[config.mk]
export PLATFORM = sky130hd
export DESIGN_NAME = fifo_queue_with_search_top_flat
export DESIGN_NICKNAME = d
export VERILOG_FILES = /design/src/hw/rtl/fqs_pkg.sv /design/src/hw/rtl/fqs_if.sv /design/src/hw/rtl/fqs_store.sv /design/src/hw/rtl/fifo_queue_with_search_top.sv /design/src/flat_wrapper.sv
export SDC_FILE = /design/constraint.sdc
export NUM_CORES = 1
export LEC_CHECK = 0
export BUFFER_PORTS_ARGS = -buffer_cell sky130_fd_sc_hd__clkbuf_2
export CORE_ASPECT_RATIO = 2
export CORE_UTILIZATION = 38
export CTS_CLUSTER_DIAMETER = 40
export DETAILED_ROUTE_END_ITERATION = 10
export PLACE_DENSITY = 0.51
export REMOVE_ABC_BUFFERS = 1
export SLEW_MARGIN = 30
export SYNTH_ARGS = -nofsm -noshare
export SYNTH_HDL_FRONTEND = slang
export SYNTH_SLANG_ARGS = --single-unit
[constraint.sdc]
create_clock -name clock -period 5.9 [get_ports clock]
set_clock_uncertainty 0.2 [all_clocks]
set_input_delay 1.18 -clock clock [delete_from_list [all_inputs] [get_ports clock]]
set_output_delay 1.18 -clock clock [all_outputs]
set_load 0.05 [all_outputs]
[src/hw/rtl/fqs_pkg.sv]
// ----------------------------------------------------------------------------
// fqs_pkg
// Shared types and codes for the searchable FIFO queue.
// ----------------------------------------------------------------------------
package fqs_pkg;

   localparam int VALUE_W  = 32;
   localparam int ACTION_W = 2;
   localparam int STATUS_W = 3;
   localparam int POS_W    = 4;

   typedef logic [ACTION_W-1:0]        action_type;
   typedef logic signed [VALUE_W-1:0]  value_type;
   typedef logic [STATUS_W-1:0]        status_type;
   typedef logic [POS_W-1:0]           position_type;

   // Request codes. The unused code behaves as a search.
   localparam action_type ACT_INSERT     = 2'd0;
   localparam action_type ACT_REMOVE     = 2'd1;
   localparam action_type ACT_SEARCH     = 2'd2;
   localparam action_type ACT_SEARCH_ALT = 2'd3;

   // Result codes.
   localparam status_type ST_INSERTED  = 3'd0;
   localparam status_type ST_REMOVED   = 3'd1;
   localparam status_type ST_FOUND     = 3'd2;
   localparam status_type ST_NOT_FOUND = 3'd3;
   localparam status_type ST_EMPTY     = 3'd4;
   localparam status_type ST_FULL      = 3'd5;

   // Commands from the controller to the queue store.
   typedef struct packed {
      logic insert;    // write at tail and advance it
      logic remove;    // drop the head entry
      logic rd_first;  // start a scan: read the head entry
      logic rd_next;   // continue a scan: read the following entry
   } store_cmd_type;

   // Flags from the queue store to the controller.
   typedef struct packed {
      logic empty;
      logic full;
   } store_flags_type;

endpackage

[src/hw/rtl/fqs_if.sv]
// ----------------------------------------------------------------------------
// fqs_req_if / fqs_rsp_if
// Valid/ready channels for request words and result words.
// ----------------------------------------------------------------------------
interface fqs_req_if;
   import fqs_pkg::*;

   logic       valid;
   logic       ready;
   action_type action;
   value_type  value;

   modport source (output valid, output action, output value, input ready);
   modport sink   (input valid, input action, input value, output ready);
endinterface

interface fqs_rsp_if;
   import fqs_pkg::*;

   logic         valid;
   logic         ready;
   status_type   status;
   position_type position;

   modport source (output valid, output status, output position, input ready);
   modport sink   (input valid, input status, input position, output ready);
endinterface

[src/hw/rtl/fqs_store.sv]
// ----------------------------------------------------------------------------
// fqs_store
// Entry memory of the queue with its head, tail and occupancy registers and
// a registered read port that walks from the head during a scan.
// ----------------------------------------------------------------------------
module fqs_store #(
   parameter int DEPTH = 16,
   localparam int IDX_W = (DEPTH > 1) ? $clog2(DEPTH) : 1,
   localparam int OCC_W = $clog2(DEPTH + 1)
) (
   input  logic                     clock,
   input  logic                     reset,
   input  fqs_pkg::store_cmd_type   cmd,
   input  fqs_pkg::value_type       wr_data,
   output fqs_pkg::value_type       rd_data,
   output logic [OCC_W-1:0]         occupancy,
   output fqs_pkg::store_flags_type flags
);
   import fqs_pkg::*;

   localparam logic [IDX_W-1:0] LAST_IDX = IDX_W'(DEPTH - 1);
   localparam logic [OCC_W-1:0] FULL_OCC = OCC_W'(DEPTH);

   value_type        mem [DEPTH];
   value_type        rd_data_ff;
   logic [IDX_W-1:0] head_ff, tail_ff, rd_addr_ff, rd_addr_in;
   logic [OCC_W-1:0] occ_ff;

   function automatic logic [IDX_W-1:0] next_idx(input logic [IDX_W-1:0] i);
      return (i == LAST_IDX) ? '0 : i + 1'b1;
   endfunction

   always_comb begin
      if (cmd.rd_first) begin
         rd_addr_in = head_ff;
      end else if (cmd.rd_next) begin
         rd_addr_in = next_idx(rd_addr_ff);
      end else begin
         rd_addr_in = rd_addr_ff;
      end
   end

   always_ff @(posedge clock) begin
      rd_addr_ff <= rd_addr_in;
      rd_data_ff <= mem[rd_addr_in];
      if (cmd.insert) begin
         mem[tail_ff] <= wr_data;
      end
   end

   always_ff @(posedge clock) begin
      if (reset) begin
         head_ff <= '0;
         tail_ff <= '0;
         occ_ff  <= '0;
      end else if (cmd.insert) begin
         tail_ff <= next_idx(tail_ff);
         occ_ff  <= occ_ff + 1'b1;
      end else if (cmd.remove) begin
         occ_ff <= occ_ff - 1'b1;
         // A queue that drains starts again at entry zero.
         if (occ_ff == OCC_W'(1)) begin
            head_ff <= '0;
            tail_ff <= '0;
         end else begin
            head_ff <= next_idx(head_ff);
         end
      end
   end

   assign rd_data     = rd_data_ff;
   assign occupancy   = occ_ff;
   assign flags.empty = (occ_ff == '0);
   assign flags.full  = (occ_ff >= FULL_OCC);

endmodule

[src/hw/rtl/fifo_queue_with_search_top.sv]
// ----------------------------------------------------------------------------
// fifo_queue_with_search_top
// Bounded FIFO queue of signed 32-bit values with a linear search.
// ----------------------------------------------------------------------------
// Each request word on req_ch carries an action and a value: insert the
// value at the tail, remove the head entry, or search for the value from
// the head. Every request gives exactly one result word on rsp_ch with a
// status code and, for a found search, the position of the first match
// counted from the head.
// Insert and remove finish in idle: the result word is valid in the cycle
// after the request is accepted when the output register is free. A search
// reads the entry memory one entry per cycle through its registered read
// port from the head and ends at the first match or after the last entry;
// a search of an empty queue finishes at once in idle. A new request is
// accepted once the previous one has finished.
// The result goes into an output register. If the receiver stalls while
// that register is still full, one further finished result is held inside
// and requests wait until it moves into the output register.
// Reset clears the head, tail and occupancy and empties the output
// register; the entry memory itself is not cleared and needs no sweep.
// ----------------------------------------------------------------------------
module fifo_queue_with_search_top #(
   parameter int DEPTH = 16
) (
   input logic     clock,
   input logic     reset,
   fqs_req_if.sink   req_ch,
   fqs_rsp_if.source rsp_ch
);
   import fqs_pkg::*;

   localparam int IDX_W = (DEPTH > 1) ? $clog2(DEPTH) : 1;
   localparam int OCC_W = $clog2(DEPTH + 1);

   typedef enum logic [1:0] {
      S_IDLE,
      S_SCAN,
      S_HOLD
   } state_type;

   state_type       state_ff;
   store_cmd_type   cmd;
   store_flags_type flags;
   value_type       rd_data;
   logic [OCC_W-1:0] occupancy;

   value_type        key_ff;
   logic [IDX_W-1:0] scan_k_ff;

   logic         rsp_valid_ff;
   status_type   rsp_status_ff, pend_status_ff;
   position_type rsp_pos_ff, pend_pos_ff;

   logic         fin;
   status_type   fin_status;
   position_type fin_pos;
   logic         out_free;
   logic         out_load;

   fqs_store #(.DEPTH(DEPTH)) u_store (
      .clock     (clock),
      .reset     (reset),
      .cmd       (cmd),
      .wr_data   (req_ch.value),
      .rd_data   (rd_data),
      .occupancy (occupancy),
      .flags     (flags)
   );

   // Decode the request in idle, and judge the entry that the memory
   // returns during a scan.
   always_comb begin
      cmd        = '0;
      fin        = 1'b0;
      fin_status = ST_NOT_FOUND;
      fin_pos    = '0;
      unique case (state_ff)
         S_IDLE: begin
            if (req_ch.valid) begin
               case (req_ch.action)
                  ACT_INSERT: begin
                     fin = 1'b1;
                     if (flags.full) begin
                        fin_status = ST_FULL;
                     end else begin
                        fin_status = ST_INSERTED;
                        cmd.insert = 1'b1;
                     end
                  end
                  ACT_REMOVE: begin
                     fin = 1'b1;
                     if (flags.empty) begin
                        fin_status = ST_EMPTY;
                     end else begin
                        fin_status = ST_REMOVED;
                        cmd.remove = 1'b1;
                     end
                  end
                  default: begin
                     // Search, which the unused code also selects.
                     if (flags.empty) begin
                        fin        = 1'b1;
                        fin_status = ST_NOT_FOUND;
                     end else begin
                        cmd.rd_first = 1'b1;
                     end
                  end
               endcase
            end
         end
         S_SCAN: begin
            if (rd_data == key_ff) begin
               fin        = 1'b1;
               fin_status = ST_FOUND;
               fin_pos    = POS_W'(scan_k_ff);
            end else if (OCC_W'(scan_k_ff) + 1'b1 == occupancy) begin
               fin        = 1'b1;
               fin_status = ST_NOT_FOUND;
            end else begin
               cmd.rd_next = 1'b1;
            end
         end
         S_HOLD: begin
         end
         default: begin
         end
      endcase
   end

   // The output register can take a result when it is empty or is being
   // taken in this cycle.
   assign out_free = !rsp_valid_ff || rsp_ch.ready;

   // A finished result enters the output register from idle or scan when the
   // register is free, and a held result enters as soon as the word ahead of
   // it is taken.
   always_comb begin
      unique case (state_ff)
         S_IDLE:  out_load = req_ch.valid && fin && out_free;
         S_SCAN:  out_load = fin && out_free;
         S_HOLD:  out_load = rsp_ch.ready;
         default: out_load = 1'b0;
      endcase
   end

   always_ff @(posedge clock) begin
      if (reset) begin
         state_ff     <= S_IDLE;
         rsp_valid_ff <= 1'b0;
      end else begin
         if (out_load) begin
            rsp_valid_ff <= 1'b1;
         end else if (rsp_ch.ready) begin
            rsp_valid_ff <= 1'b0;
         end
         unique case (state_ff)
            S_IDLE: begin
               if (req_ch.valid) begin
                  key_ff    <= req_ch.value;
                  scan_k_ff <= '0;
                  if (!fin) begin
                     state_ff <= S_SCAN;
                  end else if (out_free) begin
                     rsp_status_ff <= fin_status;
                     rsp_pos_ff    <= fin_pos;
                  end else begin
                     pend_status_ff <= fin_status;
                     pend_pos_ff    <= fin_pos;
                     state_ff       <= S_HOLD;
                  end
               end
            end
            S_SCAN: begin
               if (!fin) begin
                  scan_k_ff <= scan_k_ff + 1'b1;
               end else if (out_free) begin
                  rsp_status_ff <= fin_status;
                  rsp_pos_ff    <= fin_pos;
                  state_ff      <= S_IDLE;
               end else begin
                  pend_status_ff <= fin_status;
                  pend_pos_ff    <= fin_pos;
                  state_ff       <= S_HOLD;
               end
            end
            S_HOLD: begin
               if (rsp_ch.ready) begin
                  rsp_status_ff <= pend_status_ff;
                  rsp_pos_ff    <= pend_pos_ff;
                  state_ff      <= S_IDLE;
               end
            end
            default: begin
               state_ff <= S_IDLE;
            end
         endcase
      end
   end

   assign req_ch.ready    = (state_ff == S_IDLE);
   assign rsp_ch.valid    = rsp_valid_ff;
   assign rsp_ch.status   = rsp_status_ff;
   assign rsp_ch.position = rsp_pos_ff;

endmodule

[src/flat_wrapper.sv]
// flat-port wrapper written by rule: the top's interface ports become plain ports
module fifo_queue_with_search_top_flat import fqs_pkg::*;
#(
   parameter int DEPTH = 16
)
  (clock, reset, req_ch_valid, req_ch_action, req_ch_value, req_ch_ready, rsp_ch_valid, rsp_ch_status, rsp_ch_position, rsp_ch_ready);
  fqs_req_if req_ch_i ();
  fqs_rsp_if rsp_ch_i ();
  input logic clock;
  input logic reset;
  input wire logic [$bits(req_ch_i.valid)-1:0] req_ch_valid;
  input wire logic [$bits(req_ch_i.action)-1:0] req_ch_action;
  input wire logic [$bits(req_ch_i.value)-1:0] req_ch_value;
  output wire logic [$bits(req_ch_i.ready)-1:0] req_ch_ready;
  output wire logic [$bits(rsp_ch_i.valid)-1:0] rsp_ch_valid;
  output wire logic [$bits(rsp_ch_i.status)-1:0] rsp_ch_status;
  output wire logic [$bits(rsp_ch_i.position)-1:0] rsp_ch_position;
  input wire logic [$bits(rsp_ch_i.ready)-1:0] rsp_ch_ready;
  assign req_ch_i.valid = req_ch_valid;
  assign req_ch_i.action = req_ch_action;
  assign req_ch_i.value = req_ch_value;
  assign req_ch_ready = req_ch_i.ready;
  assign rsp_ch_valid = rsp_ch_i.valid;
  assign rsp_ch_status = rsp_ch_i.status;
  assign rsp_ch_position = rsp_ch_i.position;
  assign rsp_ch_i.ready = rsp_ch_ready;
  fifo_queue_with_search_top #(.DEPTH(DEPTH)) u_core (.clock(clock), .reset(reset), .req_ch(req_ch_i), .rsp_ch(rsp_ch_i));
endmodule
Word-level counts from Yosys, hierarchy flattened
Memory sizes are Yosys's and may differ from the RTL's. A register that Yosys moved wholly into a read port is not among the register bits.
Cells that the tools add are included.
{"block": "word_totals", "ramBits": 512, "register_bits": 70, "wordCells": 125, "latchBits": 0, "mem_count": 1, "rom_bits": 0, "out_inout_bits": 9}
{"memory": "u_core.u_store.mem", "depth": 16, "width": 32, "read_ports": 1, "rd_clocked_by_memory_dff": 1, "wr": 1, "line": "fqs_store.sv:24", "text": "value_type mem [DEPTH];"}
{"block": "classes", "n_addsub": 7, "bitwise": 2, "n_shift": 0, "magnitude_cmp": 1, "eq_ne": 14, "div": 0, "n_reduce_logical": 21, "multipliers": 0, "n_mux": 67}
{"operator": "2-to-1 mux 4 bit", "count": 20}
{"operator": "2-to-1 mux 3 bit", "count": 12}
{"operator": "== test 32 bit", "count": 1}
{"operator": "2-to-1 mux 1 bit", "count": 18}
{"operator": "adder 4 x 1 -> 4 bit, second input constant", "count": 4}
{"operator": "case mux 4 bit (2 select lines)", "count": 2}
{"operator": "== test 4 bit, second input constant", "count": 3}
{"operator": "2-to-1 mux 2 bit", "count": 6}
{"operator": "case mux 3 bit (2 select lines)", "count": 2}
{"operator": "case mux 4 bit (3 select lines)", "count": 1}
{"operator": "AND reduction 4 bit", "count": 3}
{"operator": "2-to-1 mux 5 bit", "count": 2}
{"operator": "case mux 3 bit (3 select lines)", "count": 1}
{"operator": "nonzero test 2 bit", "count": 4}
{"operator": "inequality test 2 bit, second input constant", "count": 3}
{"operator": "case mux 2 bit (3 select lines)", "count": 1}
{"operator": "AND reduction 3 bit", "count": 2}
{"operator": "adder 4 x 1 -> 5 bit, second input constant", "count": 1}
{"operator": "adder 5 x 1 -> 5 bit, second input constant", "count": 1}
{"operator": "== test 5 x 1 -> 1 bit, second input constant", "count": 1}
{"operator": "== test 5 bit", "count": 1}
{"operator": "greater-or-equal comparator 5 bit, second input constant", "count": 1}
{"operator": "logical NOT 5 bit", "count": 1}
{"operator": "subtractor 5 x 1 -> 5 bit, second input constant", "count": 1}
{"operator": "other kinds (14)", "count": 20}

Logic depth before layout (Yosys ltp)
Gate-level depths: netlist (run 1).
{"block": "depth", "ltp_word": 9, "mapped_depth": 15}

Cells and area by module
Synthesis (run 1) repeated with hierarchy kept, for this count alone.
{"block": "hier_totals", "hier_cells": 1687, "area_unflattened_um2": 24836.3}
{"mod": "fqs_store", "cells_each": 1505, "instances": 1, "area_each_um2": 22331.4}
{"mod": "fifo_queue_with_search_top", "cells_each": 182, "instances": 1, "area_each_um2": 2504.9}

Least setup slack after synthesis (run 1)
OpenSTA, ideal clock, no wires.
{"block": "synth_path", "kind": "reg2reg", "from": "register u_core.state_ff[1]", "to": "memory u_core.u_store.mem[3][0] (netlist name), enable pin", "arrival_time_ns": 4.517, "path_slack_ns": 0.722, "period_less_slack_ns": 5.178, "setup_time_ns": 0.461, "path_buffers": 2, "stages_incl_launch_ff": 8, "path_cell_list": "dfxtp_1 > clkbuf_1 > nor2_1 > nand2_1 > nor4_1 > clkbuf_1 > nand2_1 > nor3_1"}
{"block": "synth_via", "elab_chain_cells": 4}
{"element": "from (decl)", "line": "fifo_queue_with_search_top.sv:41", "text": "state_type state_ff;"}
{"element": "from (signal assigned)", "line": "fifo_queue_with_search_top.sv:148", "text": "state_ff <= S_IDLE;"}
{"element": "from (signal assigned)", "line": "fifo_queue_with_search_top.sv:162", "text": "state_ff <= S_SCAN;"}
{"element": "from (signal assigned)", "line": "fifo_queue_with_search_top.sv:169", "text": "state_ff <= S_HOLD;"}
{"element": "logical NOT 2 bit"}
{"element": "net req_ch_ready", "line": "flat_wrapper.sv:14", "text": "output wire logic [$bits(req_ch_i.ready)-1:0] req_ch_ready;"}
{"element": "2-to-1 mux 3 bit", "line": "fifo_queue_with_search_top.sv:77", "text": "unique case (state_ff)"}
{"element": "2-to-1 mux 1 bit", "line": "fqs_store.sv:46", "text": "if (cmd.insert) begin"}
{"element": "2-to-1 mux 1 bit (implied by the code)", "line": "fqs_store.sv:47", "text": "mem[tail_ff] <= wr_data;"}
{"element": "to (decl)", "line": "fqs_store.sv:24"}
The timed path passes the listed nets, and every way through them passes these cells.

Final worst setup path (run 1)
{"block": "layout_path", "from": "register u_core.key_ff[20]", "to": "register u_core.u_store.rd_data_ff[19] (netlist: u_core.u_store.rd_data[19]) (read register of u_core.u_store.mem)"}
{"block": "layout_via", "elab_chain_cells": 5}
{"element": "from (decl)", "line": "fifo_queue_with_search_top.sv:47", "text": "value_type key_ff;"}
{"element": "from (signal assigned)", "line": "fifo_queue_with_search_top.sv:159", "text": "key_ff <= req_ch.value;"}
{"element": "== test 32 bit", "line": "fifo_queue_with_search_top.sv:112", "text": "if (rd_data == key_ff) begin"}
{"element": "2-to-1 mux 1 bit", "line": "fifo_queue_with_search_top.sv:112"}
{"element": "2-to-1 mux 1 bit", "line": "fifo_queue_with_search_top.sv:77"}
{"element": "2-to-1 mux 4 bit", "line": "fqs_store.sv:36", "text": "end else if (cmd.rd_next) begin"}
{"element": "2-to-1 mux 4 bit", "line": "fqs_store.sv:34", "text": "if (cmd.rd_first) begin"}
{"element": "to (decl)", "line": "fqs_store.sv:25", "text": "value_type rd_data_ff;"}
No other way between the ends.
A chain may end at the register's enable or synchronous reset.

==> key figures, run 1 <==
Global route
  • Global-route wire length before repair: 84,400 um
  • GRT Total Usage: 18.7%
  • Initial antenna violation count: 1
  • Vias in the first global route: 12,700
  • GRT overflow: 0
  • Largest net degree at the start of global routing: 87

Routing
  • Routed WL: 57,600 um
  • Post-DR vias/cell: 5.38
  • DRT iter0 DRCs: 833
  • Via count of the routed design: 12,100
  • DRT Pass-1 Iters: 4
  • DR WL/cell: 25.5 um
  • Drt drc: 0
  • Final ANT Viol Nets: 0

Die
  • IO Count: 47
  • Core ar.: 0.0610 mm2
  • Die H: 354 um
  • Full die area: 0.0630 mm2
  • Die W: 178 um
  • Initial core utilization: 38.6%
  • Row Count: 128

Setup path
  • Worst endpoint data arrival time: 4570 ps
  • Critical path fanouts, max: 24
  • CP Class: flop to flop
  • Critical Path Source: u_core.key_ff[20]
  • Setup crit start kind: flop
  • Worst Reg-to-Reg Cells: 10
  • R2R Path Start: u_core.key_ff[20]
  • R2r endpoint: u_core.u_store.rd_data[19]
  • WP data required: 6130 ps
  • Worst setup EP type: flop
  • R2R setup slack: 1560 ps

STA
  • Final critical-path required period: 4340 ps
  • WHS: 320 ps
  • Setup TNS: 0 ps
  • Final hold viol count: 0
  • Max Fclk: 0.231 GHz
  • Final Setup Violations: 0
  • Final Cycle Share: 73.5%
  • Unrepaired setup endpoints after global routing: false
  • Final WS setup: 1560 ps
  • Max Slew Vio Count: 0
  • Worst slew pin tran: 941 ps
  • Max transition margin: 37.1%

Hold path
  • Hold Crit Depth: 1
  • Hold endpoint: u_core.rsp_ch.position[0]
  • Min-delay worst type: flop to flop
  • Worst min-delay path startpoint: u_core.pend_pos_ff[0]

Power and ir drop
  • Clock power share: 31.9%
  • Sequential Power Share: 45.7%
  • PD cells: 412 mW/mm2
  • VDD IR-drop max: 0.000352 V
  • Combinational power share: 22.4%
  • Int Power: 7.86 mW
  • Leakage power: 9.08 nW
  • Switching power: 3.11 mW
  • Sw Share: 28.3%

Synth
  • Compound-Gate Fraction of Synth Area: 4.64%
  • Synth cell types: 51
  • Largest family of logic cells by synthesized area: multiplexers
  • Synth Area in Adders: 0.585%
  • Post-synth EDFFs: 562
  • Async SR Flop Fraction: 0%
  • Sequential share of the synthesized area: 76.1%
  • Top_reg_cell synth: edfxtp_1
  • Register bit total from synthesis: 614
  • Synth Instances: 1,346
  • Cell Area, Synth: 0.0235 mm2
  • Yosys top cell by area: edfxtp_1
  • YS warnings: 0
  • Largest cells by area after synthesis: edfxtp_1 (72%), mux2i_1 (11%), dfxtp_1 (4.4%), o22ai_1 (3.4%), xor2_1 (1.3%)
  • Multiplexer share of the synthesized area: 11.1%
  • Synth Area in Simple Gates: 3.83%
  • Synthesized area per cell: 17.5 um2
  • Top-area cell type share of the netlist area: 71.7%
  • Xor and xnor area share after synthesis: 1.71%

Clock tree
  • Max clock buf depth: 3
  • # clock sinks: 614
  • Count of hold-fix buffers inserted at cts: 0
  • CTS tree: done
  • Post-cts sizing count: 0
  • Worst skew pair latency: 600 ps
  • TritonCTS buffer count: 55
  • CTS H-Tree Depth: 2
  • Setup Buffers After CTS: 0
  • CTS root buf: clkbuf_16
  • Clk slew on worst S/H paths: 70 ps

Placement
  • DP Worst Slack: 1430 ps
  • GPL Wtd Cong: 0.800
  • Post-DP HPWL: 33,700 um
  • IO buf count: 46
  • DP Area: 0.0249 mm2

Flow run
  • MaxCap Viol Count: 0

Layout
  • Post-layout util: 43.7%
  • FILL cells: 5,315
  • Finished Cell Area: 0.0267 mm2
  • Area Growth Syn to Fin: 13.3%
  • Most common cell after layout, fill and taps aside: edfxtp_1
  • Final nets: 1,476
  • N_diodes: 0
  • Commonest cells after routing, fill and taps aside: edfxtp_1 (562), mux2i_1 (260), o22ai_1 (128)
  • Share of cells above drive strength 1: 14.3%

Status
  • Status: finished clean
==> state kept, by name, summed over array words and instances, names as in the netlist <==
register and flops:
u_core.key_ff 32, u_core.u_store.head_ff 4, u_core.rsp_ch.status 3, u_core.rsp_ch.position 4, u_core.rsp_ch.valid 1, u_core.scan_k_ff 4
u_core.pend_status_ff 3, u_core.u_store.mem 512, u_core.state_ff 2, u_core.u_store.rd_data 32, u_core.pend_pos_ff 4, u_core.u_store.rd_addr_ff 4
u_core.u_store.tail_ff 4, u_core.u_store.occupancy 5
==> final cells by class <==
cell class	instances	area [um2]	area share [%]
Sequential cell	614	17900	67.2
Multi-Input combinational cell	654	5300	19.9
Clock buffer	70	1450	5.45
Tap cell	780	976	3.66
Timing Repair Buffer	93	686	2.57
Clock inverter	33	300	1.13
Inverter	9	33.8	0.127
==> per-stage QoR <==
step                      power [mW]  cells
after floorplan                 7.02   1277
after global placement          7.59   2148
after detailed placement        7.61   2150
after CTS                       11.1   2253
after global routing            11.4   2253
final                           11.0   2253
==> worst max-delay path: stages (launching register included) <==
cell	delay (ps)
edfxtp_1	370
xor2_1	190
nor4_1	650
nand4_1	220
nor2_1	440
nor2_1	140
o211a_2	340
nand3_2	360
buf_4	480
o22ai_1	180
or4_1	570
==> how the worst max path moves through the flow <==
stage                     slack [ps]  cells after the start                    endpoint
after detailed placement        1430                     10  u_core.u_store.rd_data[19]
after floorplan                -4710                      7   u_core.u_store.rd_data[0]
final                           1560                     10  u_core.u_store.rd_data[19]
after global placement          1500                     10  u_core.u_store.rd_data[19]
after CTS                       1400                     10  u_core.u_store.rd_data[19]
after global routing            1250                     10  u_core.u_store.rd_data[19]
==> kinds of logic (layout without fill, tap and decap cells) <==
family / Yosys count / after routing
flops: 614 / 614
mux: 261 / 261
compound gates: 171 / 171
simple gates: 165 / 165
buf+inv: 78 / 205
xor+xnor: 46 / 46
fa+ha+maj: 11 / 11
==> power groups by stage <==
stage / logic, mW / clock network (mW) / registers (mW)
2_1_floorplan: 1.93 / 0 / 5.09
3_3_place_gp: 2.48 / 0 / 5.11
3_5_place_dp: 2.50 / 0 / 5.11
4_1_cts: 2.50 / 3.59 / 5.02
5_1_grt: 2.64 / 3.72 / 5.03
6_report: 2.46 / 3.50 / 5.01
==> cell usage after synthesis, types with 2 or more instances <==
cell type  instances
edfxtp_1         562
o211ai_1           2
nand2_1           27
nor2b_1            2
nand3_1            9
inv_2              2
or2_2              2
xor2_1            36
mux2i_1          260
dfxtp_1           52
a21o_1             4
o31ai_1            3
xnor2_1           10
a22oi_1            3
nor4_1             9
buf_4              3
nand4_2            2
nor2_1            45
clkbuf_1          20
o22ai_1          128
buf_6             17
a21oi_1           16
buf_2             28
or4_1             32
nor3_1             8
inv_1              7
nand2b_1           4
and3_1             6
nand4_1            5
o21ai_0            5
or3_1              5
a311oi_1           2
ha_1              11
nand4b_1           2
==> metal layers <==
layer	track usage [%]	vias to the layer above	wire length, um
met5	0	-	11
met4	5.88	2	1520
met3	1.86	88	2010
met2	36.0	281	32400
met1	21.1	6272	21600
li1	-	5489	-
Power figures use the tool's default switching activity.
==> run 2, diff against run 1 <==
Clock period 5.9 ns to 4 ns, I/O delays scaled along.
==> run 2 against run 1 <==
  * Die area unchanged
  * Core utilization increased by 1.4 points
  * Cell count increased by 2.5%
  * Sequential share of layout area decreased by 2.1 points
  * Clock-buffer cell count unchanged
  * Non-clock buffer count increased by 62
  * Via count increased by 1.6%
  * Register-to-register slack got worse by 1300 ps
==> key figures, run 2 (synthesized netlist as in run 1, its figures left out) <==
STA
  • Final critical-path required period: 3690 ps (-643 ps)
  • Final hold viol count: 0 (unchanged)
  • Final Cycle Share: 92.4% (+19 points)
  • Final Setup Violations: 0 (unchanged)
  • Max Fclk: 0.271 GHz (+17%)
  • Unrepaired setup endpoints after global routing: false
  • Max transition margin: 37.7% (+0.60 points)
  • Worst slew pin tran: 928 ps (-12.3 ps)
  • Setup TNS: 0 ps (unchanged)
  • Max Slew Vio Count: 0 (unchanged)

Global route
  • GRT met3 Usage: 3.21% (+1.4 points)
  • Initial antenna violation count: 7 (+6)
  • Vias in the first global route: 13,000 (+2.4%)
  • Global-route wire length before repair: 86,200 um (+2.2%)
  • GRT Total Usage: 19.3% (+0.58 points)
  • GRT overflow: 0 (unchanged)
  • Top Usage Layer GRT: met2
  • Largest net degree at the start of global routing: 33 (-62%)
  • Met1 Use GR: 20.7% (-0.47 points)
  • GR Util met2: 36.8% (+0.82 points)

Setup path
  • R2R setup slack: 310 ps (-1260 ps)
  • Worst Reg-to-Reg Cells: 11 (+1)
  • Setup crit start kind: flop
  • Setup crit end: u_core.u_store.rd_data[17]
  • R2r endpoint: u_core.u_store.rd_data[17]
  • Critical Path Source: u_core.key_ff[4]
  • WP data required: 4270 ps (-1860 ps)
  • Worst setup EP type: flop
  • CP Class: flop to flop
  • Worst endpoint data arrival time: 3960 ps (-610 ps)
  • R2R Path Start: u_core.key_ff[4]
  • Critical path fanouts, max: 18 (-25%)

Layout
  • Most common cell after layout, fill and taps aside: edfxtp_1
  • Area Growth Syn to Fin: 17.0%
  • Commonest cells after routing, fill and taps aside: edfxtp_1 (562), mux2i_1 (260), o22ai_1 (128)
  • Final nets: 1,537 (+4.1%)
  • Largest Register: u_core.u_store.mem
  • Max reg flops: 512 (unchanged)
  • Post-layout util: 45.1% (+1.4 points)
  • FILL cells: 5,224 (-1.7%)
  • Share of cells above drive strength 1: 17.8% (+3.5 points)

Clock tree
  • Max clock buf depth: 3 (unchanged)
  • Count of hold-fix buffers inserted at cts: 0 (unchanged)
  • Setup Buffers After CTS: 0 (unchanged)
  • CTS root buf: clkbuf_16
  • Post-cts sizing count: 0 (unchanged)
  • TritonCTS buffer count: 54 (-1.8%)
  • # clock sinks: 614 (unchanged)
  • Worst skew pair latency: 600 ps (about the same)
  • CTS tree: done
  • CTS H-Tree Depth: 2 (unchanged)
  • Clk slew on worst S/H paths: 60 ps (about the same)

Power and ir drop
  • VDD IR-drop max: 0.000344 V (-2.3%)
  • PD cells: 617 mW/mm2 (+50%)
  • Leakage power: 9.56 nW (+5.2%)
  • Total power: 17.0 mW (+55%)

Die
  • Full die area: 0.0630 mm2 (unchanged)
  • IO Count: 47 (unchanged)
  • Row Count: 128 (unchanged)
  • Die H: 354 um (unchanged)
  • Die W: 178 um (unchanged)
  • Core ar.: 0.0610 mm2 (unchanged)
  • Initial core utilization: 38.6% (unchanged)

Routing
  • DR WL/cell: 25.7 um (+0.45%)
  • DRT Pass-1 Iters: 4 (unchanged)
  • Via count of the routed design: 12,300 (+1.6%)
  • Post-DR vias/cell: 5.34 (-0.88%)
  • Final ANT Viol Nets: 0 (unchanged)
  • DRT iter0 DRCs: 870 (+4.4%)
  • Routed WL: 59,300 um (+2.9%)
  • Drt drc: 0 (unchanged)

Hold path
  • Hold Crit Depth: 2 (+1)
  • Min-delay worst type: input pin to flop

Status
  • Status: finished clean

Flow run
  • MaxCap Viol Count: 0 (unchanged)

Placement
  • Post-DP HPWL: 35,400 um (+5.0%)
  • GPL Wtd Cong: 0.790 (-1.2%)
  • IO buf count: 46 (unchanged)
==> run 2: metal layers <==
metal  part of all wire, %  routed length (um)  vias to the layer above
li1                      -                   -                     5618
met2                    56               33200                      243
met1                    36               21500                     6328
met4                   3.5                2080                       12
met5                  0.15                  88                        -
met3                   4.1                2420                      123
==> run 2: cell type report <==
cell class,instances,area [um2],area share [%]
inverters,9,33.8,0.123
clock buffers,70,1490,5.39
clock inverters,26,315,1.14
multi-input cells,654,5320,19.3
diodes,1,2.50,0.00909
well taps,780,976,3.54
flip-flops and latches,614,17900,65.1
repair buffers,155,1490,5.40
==> run 2: worst max-delay path, stage by stage, from the launching register on <==
cell	delay, ps
edfxtp_1	380
xor2_1	200
nor4_1	500
nand4_1	260
o21ai_2	270
mux2i_1	280
a211o_4	190
buf_12	180
buf_12	190
mux2i_1	240
o22ai_1	100
or4_1	540
==> run 2: power breakdown <==
group	internal, mW	switching, mW	total [mW]
combinational	2.03	2.24	4.27
clock	3.07	2.27	5.34
sequential	7.26	0.132	7.39
==> run 2: worst min path at each step <==
stage                           endpoint                      start
3_5_place_dp   u_core.rsp_ch.position[3]      u_core.pend_pos_ff[3]
4_1_cts               u_core.state_ff[1]               rsp_ch_ready
6_report              u_core.state_ff[1]               rsp_ch_ready
5_1_grt               u_core.state_ff[1]               rsp_ch_ready
2_1_floorplan  u_core.u_store.head_ff[3]  u_core.u_store.head_ff[3]
3_3_place_gp     u_core.rsp_ch.status[2]   u_core.pend_status_ff[2]
==> run 2: through the flow <==
| step | instance area [um2] | cells | hold slack [ps] | setup WS, ps |
|---|---|---|---|---|
| after floorplan | 23100 | 1277 | 271 | -6610 |
| after global placement | 25700 | 2212 | 306 | -303 |
| after detailed placement | 25700 | 2212 | 316 | 79.4 |
| after CTS | 27500 | 2308 | 149 | 51.2 |
| after global routing | 27500 | 2309 | 166 | 39.7 |
| final | 27500 | 2309 | 180 | 305 |
